## config.mk

```make
export PLATFORM = sky130hd
export DESIGN_NAME = lmlt_timing
export DESIGN_NICKNAME = d
export VERILOG_FILES = /design/src/rtl/lmlt_pkg.sv /design/src/rtl/lmlt_timing.sv
export SDC_FILE = /design/constraint.sdc
export NUM_CORES = 1
export LEC_CHECK = 0
export BUFFER_PORTS_ARGS = -buffer_cell sky130_fd_sc_hd__buf_2
export CELL_PAD_IN_SITES_DETAIL_PLACEMENT = 1
export CELL_PAD_IN_SITES_GLOBAL_PLACEMENT = 1
export CORE_UTILIZATION = 30
export DETAILED_ROUTE_END_ITERATION = 16
export GPL_ROUTABILITY_DRIVEN = 1
export PLACE_DENSITY = 0.6
export SETUP_SLACK_MARGIN = 0.3
export SKIP_LAST_GASP = 1
export SYNTH_ARGS = -nofsm -noshare
export SYNTH_HDL_FRONTEND = slang
export SYNTH_SLANG_ARGS = --single-unit
```

## constraint.sdc

```tcl
create_clock -name clk -period 5.55 [get_ports clk]
set_clock_uncertainty 0.2 [all_clocks]
set_input_delay 1.11 -clock clk [delete_from_list [all_inputs] [get_ports clk]]
set_output_delay 1.11 -clock clk [all_outputs]
set_load 0.02 [all_outputs]
```

## src/rtl/lmlt_pkg.sv

```systemverilog
// Package for the LCD mode and scanline timing block.
// Holds timing constants, mode and register codes, and the shared structs.
// No dependencies; every other file imports it.
package lmlt_pkg;

  localparam int DOT_W  = 9;
  localparam int LINE_W = 8;
  localparam int MODE_W = 2;

  localparam logic [DOT_W-1:0]  DOTS_PER_LINE     = 9'd456;
  localparam logic [LINE_W-1:0] VBLANK_START_LINE = 8'd144;
  localparam logic [LINE_W-1:0] LAST_LINE         = 8'd153;
  localparam logic [DOT_W-1:0]  OAM_SCAN_DOTS     = 9'd80;

  localparam logic [MODE_W-1:0] MODE_HBLANK = 2'd0;
  localparam logic [MODE_W-1:0] MODE_VBLANK = 2'd1;
  localparam logic [MODE_W-1:0] MODE_SCAN   = 2'd2;
  localparam logic [MODE_W-1:0] MODE_DRAW   = 2'd3;

  localparam int CFG_IDX_W  = 3;
  localparam int CFG_DATA_W = 9;

  localparam logic [CFG_IDX_W-1:0] REG_DRAW_END_DOT      = 3'd0;
  localparam logic [CFG_IDX_W-1:0] REG_LINE_COMPARE      = 3'd1;
  localparam logic [CFG_IDX_W-1:0] REG_HBLANK_IRQ_ENABLE = 3'd2;
  localparam logic [CFG_IDX_W-1:0] REG_VBLANK_STAT_ENABLE = 3'd3;
  localparam logic [CFG_IDX_W-1:0] REG_SCAN_IRQ_ENABLE   = 3'd4;
  localparam logic [CFG_IDX_W-1:0] REG_MATCH_IRQ_ENABLE  = 3'd5;

  localparam logic [DOT_W-1:0] DRAW_END_DOT_RESET = 9'd252;

  typedef struct packed {
    logic [DOT_W-1:0]  draw_end_dot;
    logic [LINE_W-1:0] line_compare;
    logic              hblank_irq_enable;
    logic              vblank_stat_enable;
    logic              scan_irq_enable;
    logic              match_irq_enable;
  } cfg_t;

  typedef struct packed {
    logic [MODE_W-1:0] mode;
    logic [LINE_W-1:0] line;
    logic [DOT_W-1:0]  dot;
    logic              line_match;
    logic              vblank_irq;
    logic              stat_irq;
    logic              frame_end;
    logic              fifo_clear;
    logic              fifo_reset;
  } res_t;

endpackage

```

## src/rtl/lmlt_timing.sv

```systemverilog
// Mode, dot and line counters with their next-state logic for one dot tick.
// Depends on lmlt_pkg for constants, mode codes and the cfg_t and res_t structs.
module lmlt_timing import lmlt_pkg::*; (
  input  logic clk,
  input  logic rst,
  input  logic step,
  input  logic advance,
  input  cfg_t cfg,
  output res_t res
);

  logic [MODE_W-1:0] mode;
  logic [LINE_W-1:0] line;
  logic [DOT_W-1:0]  dot;
  logic              match;

  logic [MODE_W-1:0] mode_next;
  logic [LINE_W-1:0] line_next;
  logic [DOT_W-1:0]  dot_next;
  logic              match_next;
  logic              line_chg;
  logic              stat_mode;
  logic              stat_match;
  logic              vblank_p;
  logic              frame_p;
  logic              clear_p;
  logic              reset_p;

  always_comb begin
    mode_next  = mode;
    line_next  = line;
    dot_next   = dot;
    match_next = match;
    line_chg   = 1'b0;
    stat_mode  = 1'b0;
    stat_match = 1'b0;
    vblank_p   = 1'b0;
    frame_p    = 1'b0;
    clear_p    = 1'b0;
    reset_p    = 1'b0;
    if (advance) begin
      unique case (mode)
        MODE_HBLANK: begin
          if (dot != DOTS_PER_LINE) begin
            dot_next = dot + 1'b1;
          end else begin
            line_next = line + 1'b1;
            dot_next  = '0;
            line_chg  = 1'b1;
            if (line_next == VBLANK_START_LINE) begin
              mode_next = MODE_VBLANK;
              vblank_p  = 1'b1;
              frame_p   = 1'b1;
              stat_mode = cfg.vblank_stat_enable;
            end else begin
              mode_next = MODE_SCAN;
              stat_mode = cfg.scan_irq_enable;
            end
          end
        end
        MODE_VBLANK: begin
          if (dot != DOTS_PER_LINE) begin
            dot_next = dot + 1'b1;
          end else begin
            dot_next = '0;
            line_chg = 1'b1;
            if (line == LAST_LINE) begin
              mode_next = MODE_SCAN;
              stat_mode = cfg.scan_irq_enable;
              line_next = '0;
            end else begin
              line_next = line + 1'b1;
            end
          end
        end
        MODE_SCAN: begin
          if (dot == OAM_SCAN_DOTS) begin
            mode_next = MODE_DRAW;
            clear_p   = 1'b1;
          end else begin
            dot_next = dot + 1'b1;
          end
        end
        MODE_DRAW: begin
          if (dot == cfg.draw_end_dot) begin
            mode_next = MODE_HBLANK;
            reset_p   = 1'b1;
            stat_mode = cfg.hblank_irq_enable;
          end else begin
            dot_next = dot + 1'b1;
          end
        end
        default: begin
          mode_next = mode;
        end
      endcase
      if (line_chg) begin
        match_next = (line_next == cfg.line_compare);
        stat_match = match_next & cfg.match_irq_enable;
      end
    end
  end

  always_ff @(posedge clk) begin
    if (rst) begin
      mode  <= MODE_SCAN;
      line  <= '0;
      dot   <= '0;
      match <= 1'b0;
    end else if (step) begin
      mode  <= mode_next;
      line  <= line_next;
      dot   <= dot_next;
      match <= match_next;
    end
  end

  assign res.mode       = mode_next;
  assign res.line       = line_next;
  assign res.dot        = dot_next;
  assign res.line_match = match_next;
  assign res.vblank_irq = vblank_p;
  assign res.stat_irq   = stat_mode | stat_match;
  assign res.frame_end  = frame_p;
  assign res.fifo_clear = clear_p;
  assign res.fifo_reset = reset_p;

endmodule

```

==> results of run 1 <==
[final cells by class]
cell class | instances | area, sq um
clock buffers | 3 | 41.3
clock inverters | 1 | 30.0
fillers | 946 | 4710
multi-input cells | 258 | 1690
well taps | 99 | 124
flip-flops and latches | 20 | 400
repair buffers | 50 | 253
inverters | 12 | 45.0
[registers in the layout, indices dropped and copies added (netlist names)]
| name | cells |
|---|---|
| dot | 9 |
| line | 8 |
| mode | 2 |
| match | 1 |
[layer usage]
layer | vias up | share of wire, % | GRT usage, %
li1 | 1238 | - | -
met1 | 1192 | 54 | 31.1
met2 | 51 | 42 | 33.8
met3 | 2 | 3.5 | 2.31
met4 | 0 | 0.52 | 3.46
met5 | - | 0 | 0
[power by group]
part / switching [W] / internal, W
logic: 0.0000560 / 0.0000369
registers: 0.0000137 / 0.000148
clock network: 0.0000588 / 0.0000965
[cell usage after synthesis (3+ instances only)]
cell | count | area, sq um
nor3_1 | 10 | 50.1
and3_1 | 7 | 43.8
o211a_1 | 8 | 80.1
nand2_1 | 30 | 113
dfxtp_1 | 20 | 400
o32ai_1 | 3 | 26.3
and2_1 | 4 | 25.0
o21ai_0 | 25 | 125
a31oi_1 | 5 | 31.3
ha_1 | 5 | 62.6
o211ai_1 | 6 | 45.0
nand2b_1 | 7 | 43.8
nor4_1 | 5 | 31.3
a21oi_1 | 17 | 85.1
buf_4 | 5 | 37.5
o41ai_1 | 3 | 26.3
inv_1 | 12 | 45.0
or2_2 | 6 | 37.5
buf_2 | 8 | 40.0
nor2_1 | 25 | 93.8
or3_1 | 6 | 37.5
nand3_1 | 20 | 100
a311oi_1 | 4 | 35.0
o31ai_1 | 5 | 37.5
nand4_1 | 5 | 31.3
xnor2_1 | 14 | 123
clkbuf_1 | 10 | 37.5
nor3_2 | 3 | 30.0
[worst max path at each step]
stage / depth (start not counted) / startpoint / to / slack (ns)
6_report: 8 / cfg[15] / res[10] / 0.92
5_1_grt: 8 / cfg[16] / res[10] / 0.63
4_1_cts: 8 / cfg[16] / res[10] / 0.92
3_5_place_dp: 8 / cfg[13] / res[10] / 0.93
3_3_place_gp: 8 / cfg[16] / res[10] / 1.09
2_1_floorplan: 5 / cfg[16] / res[7] / 1.53
[metrics by stage]
stage	setup WS [ns]	hold slack (ns)	instances	area, sq um	util (%)
after floorplan	1.53	0.252	315	2270	-
after global placement	1.09	0.270	439	2510	34.5
after detailed placement	0.934	0.291	439	2510	34.5
after CTS	0.919	0.309	443	2580	35.4
after global routing	0.630	0.341	443	2580	35.4
final	0.918	0.303	443	2580	35.4
[critical path, cell delays in order]
cell and delay (ns):
buf_2 0.11, xnor2_1 0.13, nand4_1 0.19, o41ai_1 0.94
nor2_1 0.35, a21oi_1 0.23, a31oi_1 0.06, buf_2 0.19
[cell families (layout without fill, tap and decap cells)]
logic type	count (synthesis)	count (layout)	synth area share [%]
AND/OR/NAND/NOR	143	143	35.2
buffers and inverters	37	66	8.04
adder cells (fa/ha/maj)	5	5	2.75
XOR/XNOR	17	17	7.76
flip-flops	20	20	17.6
AO/OA/AOI/OAI	93	93	28.7
==> flow_metrics.py, run 1 <==
metrics = {
    "synthesis": {
        "synth_seq_area_share_pct": 17.6,
        "synthCells": 315,
        "yosys_warnings": 0,
        "postSynthAreaPerCell_sq_um": 7.22,
        "yosys.cell_types.count": 58,
        "synth_ff_type": "dfxtp_1",
        "yosys_register_bits": 20,
        "synth-async-reset-ratio_pct": 0,
        "synthesis.area_sq_um": 2270,
        "syn-num-nets": 345,
        "synth_edf_count": 0,
    },
    "timing": {
        "finalHoldViolCount": 0,
        "period_needed_ns": 4.63,
        "grt_setup_unrepaired": "false",
        "setup_violations": 0,
        "finalSetupTns_ns": 0,
        "fmax_mhz": 216,
        "min_period_over_period_pct": 83.5,
        "tightest_slew_ns": 1.04,
        "max_slew_margin_pct": 29.9,
        "finalMaxSlewViolations": 0,
    },
    "clock_tree": {
        "clk_pin_slew_ns": 0.09,
        "htreeDepth": 1,
        "numCtsBuffers": 3,
        "clk_latency_ns": 0.27,
        "cts_tree": "done",
        "cts-root-buf": "clkbuf_8",
        "cts_resized": 0,
        "clock_sinks": 20,
        "cts.path.max_buffers": 2,
        "holdBufCountCts": 0,
        "post_cts_buffers": 0,
    },
    "run_status": {
        "status": "finished, final reports clean",
    },
    "grt": {
        "grt_pass1_vias": 2359,
        "overflow": 0,
        "antenna_found_initial": 0,
        "grt_usage_pct": 21.2,
        "grt_pass1_wl_um": 12700,
        "grt_max_degree": 17,
    },
    "final_layout": {
        "final_common_cell": "buf_2",
        "final_nets": 375,
        "layout_common_cells": "49 x buf_2, 30 x nand2_1, 25 x nor2_1, 25 x o21ai_0",
        "antenna_cells": 0,
        "drive_gt1_share_pct": 20.1,
        "areaGrowthSynthToFinish_pct": 13.6,
    },
    "critical_path": {
        "worst-path-max-fanout": 8,
        "r2r_end": "mode[1]$_SDFFE_PP1P_",
        "regToRegSetupSlack_ns": 2.58,
        "crit-reg2reg-launch": "line[0]$_SDFFE_PP0P_",
        "worstSetupPathType": "in -> out",
        "arrival_ns": 3.32,
        "r2r_cells": 7,
        "worstPathRequired_ns": 4.24,
        "endpoint_kind": "primary output",
        "start_kind": "primary input",
    },
    "detailed_routing": {
        "initialDrtViolationCount": 125,
        "drt_pre_antenna_iters": 4,
        "drtAntennaViolNets": 0,
        "vias_per_cell": 5.60,
        "post_drt_wl_per_cell_um": 18.1,
        "vias": 2483,
        "wirelength_um": 8000,
        "route.detailed.drc": 0,
    },
    "floorplanning": {
        "floorplan.initialDensity_pct": 31.2,
        "core_area_sq_um": 7290,
        "die_h_um": 89.1,
        "io_pins": 50,
        "num_rows": 31,
        "die_area_sq_um": 7930,
        "die_x_um": 89.1,
    },
    "flow_run": {
        "maxCapViolCount": 0,
    },
    "power_and_ir_drop": {
        "power_w": 0.000410,
        "p_leak_nw": 1.03,
        "p_per_area_nw_per_um2": 159,
        "peakVddDrop_uv": 95.3,
    },
    "placed_design": {
        "gp_congestion": 0.793,
        "port_buffers": 49,
        "dp_hpwl_um": 6220,
    },
    "hold_path": {
        "hold_end": "match$_SDFFE_PP0P_",
        "whs_path_depth": 2,
        "hp-class": "reg -> reg",
        "hp-start": "match$_SDFFE_PP0P_",
    },
}
No activity file was read; power rests on OpenSTA's default activity.
==> run 2: changes to the inputs <==
- PLACE_DENSITY: 0.6 -> 0.63
- clock period: 5.55 -> 4.1 ns (I/O delays scaled with it)
==> run 2 against run 1 <==
Net effect:
- utilization up 1.5 points
- worst hold slack better by 0.014 ns
- first-iteration DRC count up 6.4%
- critical path depth unchanged
- sequential cell count unchanged
- clock power up 36%
- largest cell class unchanged
==> flow_metrics.py, run 2 (synthesized netlist as in run 1, its figures left out) <==
metrics = {
    "grt": {
        "overflow": 0,
        "grt_pass1_vias": 2391,
        "antenna_found_initial": 0,
        "grt_usage_pct": 21.0,
        "grt_pass1_wl_um": 12600,
        "grt_max_degree": 17,
    },
    "detailed_routing": {
        "vias": 2544,
        "met1_length_um": 4260,
        "routed-wl-met3_um": 310,
        "vias_per_cell": 5.60,
        "drt_pre_antenna_iters": 4,
        "post_drt_wl_per_cell_um": 17.9,
        "wirelength_um": 8110,
        "top_layer": "met4",
        "initialDrtViolationCount": 133,
        "route.detailed.drc": 0,
        "drtAntennaViolNets": 0,
        "route.met2.wl_um": 3480,
    },
    "final_layout": {
        "final_nets": 386,
        "layout_common_cells": "49 x buf_2, 30 x nand2_1, 24 x nor2_1",
        "final_common_cell": "buf_2",
        "antenna_cells": 0,
        "largest_register": "dot",
        "areaGrowthSynthToFinish_pct": 18.4,
        "largest_reg_flops": 9,
        "drive_gt1_share_pct": 24.8,
        "fin_util_pct": 36.9,
        "top_regs": "dot x9, line x8, mode x2",
    },
    "placed_design": {
        "pre_cts_slack_ns": 0.473,
        "dp_hpwl_um": 6250,
        "gp_congestion": 0.883,
        "port_buffers": 49,
    },
    "clock_tree": {
        "cts-root-buf": "clkbuf_8",
        "clk_pin_slew_ns": 0.09,
        "numCtsBuffers": 3,
        "clk_latency_ns": 0.27,
        "htreeDepth": 1,
        "cts.path.max_buffers": 2,
        "cts_tree": "done",
        "clock_sinks": 20,
    },
    "floorplanning": {
        "die_h_um": 89.1,
        "core_area_sq_um": 7290,
        "die_area_sq_um": 7930,
        "num_rows": 31,
        "die_x_um": 89.1,
        "floorplan.initialDensity_pct": 31.2,
        "io_pins": 50,
    },
    "critical_path": {
        "worst-path-max-fanout": 8,
        "crit-reg2reg-launch": "line[0]$_SDFFE_PP0P_",
        "worstPathRequired_ns": 3.08,
        "regToRegSetupSlack_ns": 1.52,
        "worstSetupPathType": "reg -> out",
        "slowest_stage": "or4b_4",
        "r2r_cells": 7,
        "r2r_end": "mode[1]$_SDFFE_PP1P_",
        "endpoint_kind": "primary output",
        "path_buf_inv": 1,
        "cpPeakStageDelay_ns": 0.52,
        "path_cells": "ha_1, or4b_4, o21ai_2, o311a_1, o21ai_0, and3_1, o41ai_1, buf_2",
        "critPathTopFamily": "compound AO/OA/AOI/OAI gates",
        "arrival_ns": 2.75,
        "start_kind": "flip-flop",
    },
    "timing": {
        "setup_violations": 0,
        "min_period_over_period_pct": 92.0,
        "period_needed_ns": 3.77,
        "tightest_slew_ns": 0.734,
        "finalSetupTns_ns": 0,
        "fmax_mhz": 265,
        "max_slew_margin_pct": 50.7,
        "fin_ws_ns": 0.328,
        "grt_setup_unrepaired": "true",
        "finalMaxSlewViolations": 0,
        "finalHoldViolCount": 0,
    },
    "hold_path": {
        "hp-start": "match$_SDFFE_PP0P_",
        "whs_path_depth": 2,
        "hp-class": "reg -> reg",
        "hold_end": "match$_SDFFE_PP0P_",
    },
    "power_and_ir_drop": {
        "peakVddDrop_uv": 104,
        "p_leak_nw": 1.10,
        "power_w": 0.000562,
        "p_per_area_nw_per_um2": 209,
    },
    "run_status": {
        "status": "finished, final reports clean",
    },
    "flow_run": {
        "maxCapViolCount": 0,
    },
}
-- run 2: worst max path at each step --
stage                  end  cells past startpoint                  from  slack [ns]
floorplan           res[3]                      9   dot[0]$_SDFFE_PP0P_        0.53
global placement    res[3]                      8  line[0]$_SDFFE_PP0P_        0.39
detailed placement  res[3]                      8  line[0]$_SDFFE_PP0P_        0.47
CTS                 res[3]                      9  line[1]$_SDFFE_PP0P_        0.27
global route        res[3]                      9   dot[0]$_SDFFE_PP0P_        0.21
finish              res[3]                      8  line[0]$_SDFFE_PP0P_        0.33
-- run 2: power by group --
part / switching [W] / leakage, nW / internal [W]
clock network: 0.0000806 / 0.0357 / 0.000131
registers: 0.0000180 / 0.165 / 0.000201
logic: 0.0000795 / 0.904 / 0.0000518
total: 0.000178 / 1.10 / 0.000384
-- run 2: worst register-to-register path, stage by stage, from the launching register on --
cell      delay, ns
dfxtp_2        0.44
ha_2           0.28
nand3_1        0.16
o21ai_1        0.25
o211ai_1       0.22
o41ai_1        0.44
a21oi_1        0.15
a221o_1        0.35
-- run 2: per-layer routing --
| layer | global-route usage, % | vias to the layer above |
|---|---|---|
| met5 | 0 | - |
| met4 | 3.32 | 0 |
| met3 | 2.77 | 4 |
| met2 | 33.0 | 50 |
| met1 | 31.0 | 1232 |
| li1 | - | 1258 |
-- run 2: repair_timing --
item,CTS,global route
endpoints found under the setup margin,2,10
pin swaps,0,1
buffers inserted,0,1
gates resized for setup,6,5
hold buffers,0,0
-- run 2: final cells by class --
class / instances / area [sq um]
repair buffers: 61 / 335
clock inverters: 1 / 30.0
multi-input cells: 258 / 1710
flip-flops and latches: 20 / 405
fillers: 960 / 4600
clock buffers: 3 / 41.3
inverters: 12 / 45.0
well taps: 99 / 124
-- run 2: metrics by stage --
step | instance area, sq um | hold slack [ns] | instances
final | 2690 | 0.317 | 454
after global routing | 2690 | 0.346 | 454
after CTS | 2680 | 0.312 | 453
after detailed placement | 2590 | 0.291 | 449
after global placement | 2590 | 0.316 | 449
after floorplan | 2270 | 0.252 | 315
==> run 3: changes to the inputs <==
- PLACE_DENSITY: 0.63 -> unset
- PLACE_DENSITY_LB_ADDON: unset -> 0.3
==> run 3 against run 2 <==
Net effect:
- combinational power barely moved
- via count increased by 0.75%
- die area did not move
- final area increased by 1.2%
- fmax increased by 2.6%
- highest routed layer unchanged
==> flow_metrics.py, run 3 (synthesized netlist as in run 1, its figures left out) <==
metrics = {
    "detailed_routing": {
        "drtAntennaViolNets": 0,
        "post_drt_wl_per_cell_um": 18.2,
        "initialDrtViolationCount": 132,
        "vias_per_cell": 5.62,
        "drt_pre_antenna_iters": 4,
        "wirelength_um": 8310,
        "vias": 2563,
        "route.detailed.drc": 0,
    },
    "final_layout": {
        "drive_gt1_share_pct": 26.9,
        "top_regs": "dot x9, line x8, mode x2",
        "antenna_cells": 0,
        "regArea_sq_um": 410,
        "largest_register": "dot",
        "largest_reg_flops": 9,
        "final_nets": 389,
        "areaGrowthSynthToFinish_pct": 19.8,
        "layout_common_cells": "48 x buf_2, 30 x nand2_1, 24 x nor2_1",
        "stdcell_count": 456,
        "multiInputGateArea_sq_um": 1740,
        "final_common_cell": "buf_2",
        "fillers": 955,
    },
    "critical_path": {
        "path_cells": "ha_2, nand3_1, o21ai_1, o211ai_1, or3_1, a311oi_1, o41ai_2, buf_4",
        "worstPathRequired_ns": 3.08,
        "cpPeakStageDelay_ns": 0.44,
        "worstSetupPathType": "reg -> out",
        "arrival_ns": 2.65,
        "slowest_stage": "dfxtp_4",
        "worst-path-max-fanout": 13,
        "endpoint_kind": "primary output",
        "start_kind": "flip-flop",
        "critPathTopFamily": "compound AO/OA/AOI/OAI gates",
        "path_buf_inv": 1,
    },
    "timing": {
        "max_slew_margin_pct": 61.5,
        "finalSetupTns_ns": 0,
        "min_period_over_period_pct": 89.6,
        "hold_ws_ns": 0.327,
        "grt_setup_unrepaired": "true",
        "finalHoldViolCount": 0,
        "finalMaxSlewViolations": 0,
        "period_needed_ns": 3.67,
        "setup_violations": 0,
        "tightest_slew_ns": 0.576,
        "fmax_mhz": 272,
    },
    "grt": {
        "grt_usage_pct": 21.8,
        "grt_pass1_vias": 2495,
        "grt_pass1_wl_um": 13200,
        "grt_max_degree": 17,
        "antenna_found_initial": 0,
        "overflow": 0,
    },
    "hold_path": {
        "hp-class": "reg -> reg",
    },
    "placed_design": {
        "dp.cells": 449,
        "port_buffers": 49,
        "dp_hpwl_um": 6370,
        "gp_congestion": 0.889,
    },
    "floorplanning": {
        "num_rows": 31,
        "core_area_sq_um": 7290,
        "floorplan.initialDensity_pct": 31.2,
        "die_x_um": 89.1,
        "die_h_um": 89.1,
        "io_pins": 50,
        "die_area_sq_um": 7930,
    },
    "clock_tree": {
        "clk_pin_slew_ns": 0.09,
        "cts-root-buf": "clkbuf_8",
        "numCtsBuffers": 3,
        "htreeDepth": 1,
        "cts_tree": "done",
        "clk_latency_ns": 0.26,
        "clock_sinks": 20,
        "cts.path.max_buffers": 2,
    },
    "power_and_ir_drop": {
        "peakVddDrop_uv": 114,
        "p_leak_nw": 1.12,
        "power_w": 0.000495,
        "p_per_area_nw_per_um2": 182,
    },
    "flow_run": {
        "maxCapViolCount": 0,
    },
    "run_status": {
        "status": "finished, final reports clean",
    },
}
-- run 3: worst register-to-register path: cells and delay by family, from the launching register on --
kind,cells,cell delay (ns)
compound gates,5,1.40
simple gates,1,0.16
fa+ha+maj,1,0.29
flops,1,0.44
-- run 3: cell type report --
cell class	instances	share of cell area, %
inverter	12	1.65
timing repair buffer	64	13.2
multi-input combinational	258	64.0
clock buffer	3	1.52
tap	99	4.55
sequential	20	15.1
-- run 3: repair_timing --
action / CTS / global route
buffers inserted: 0 / 4
pin swaps: 0 / 3
hold buffers: 0 / 0
gates resized for setup: 8 / 13
endpoints found under the setup margin: 3 / 9
-- run 3: worst paths after layout --
check	slack [ns]	endpoint	cells after the start	startpoint
hold / removal	0.33	match$_SDFFE_PP0P_	2	match$_SDFFE_PP0P_
setup reg to reg	1.51	mode[1]$_SDFFE_PP1P_	7	line[0]$_SDFFE_PP0P_
hold reg to reg	0.33	match$_SDFFE_PP0P_	2	match$_SDFFE_PP0P_
setup / recovery	0.43	res[3]	8	line[0]$_SDFFE_PP0P_
-- run 3: metrics by stage --
stage          util [%]  worst slack [ns]  cell area, sq um
2_1_floorplan         -             0.531              2270
3_3_place_gp       35.5             0.387              2590
3_5_place_dp       35.5             0.388              2590
4_1_cts            36.4             0.297              2660
5_1_grt            37.3             0.287              2720
6_report           37.3             0.425              2720
-- run 3: metal layers --
metal	vias to the layer above	global-route usage [%]	share of wire [%]
met5	-	0	0
met4	0	4.04	0.76
met1	1232	31.4	50
met3	4	1.57	3.6
met2	66	36.1	45
li1	1261	-	-
-- run 3: report_power, final --
group | switching (W) | internal, W
clock network | 0.0000779 | 0.0000658
registers | 0.0000192 | 0.000201
logic | 0.0000791 | 0.0000513
total | 0.000176 | 0.000318
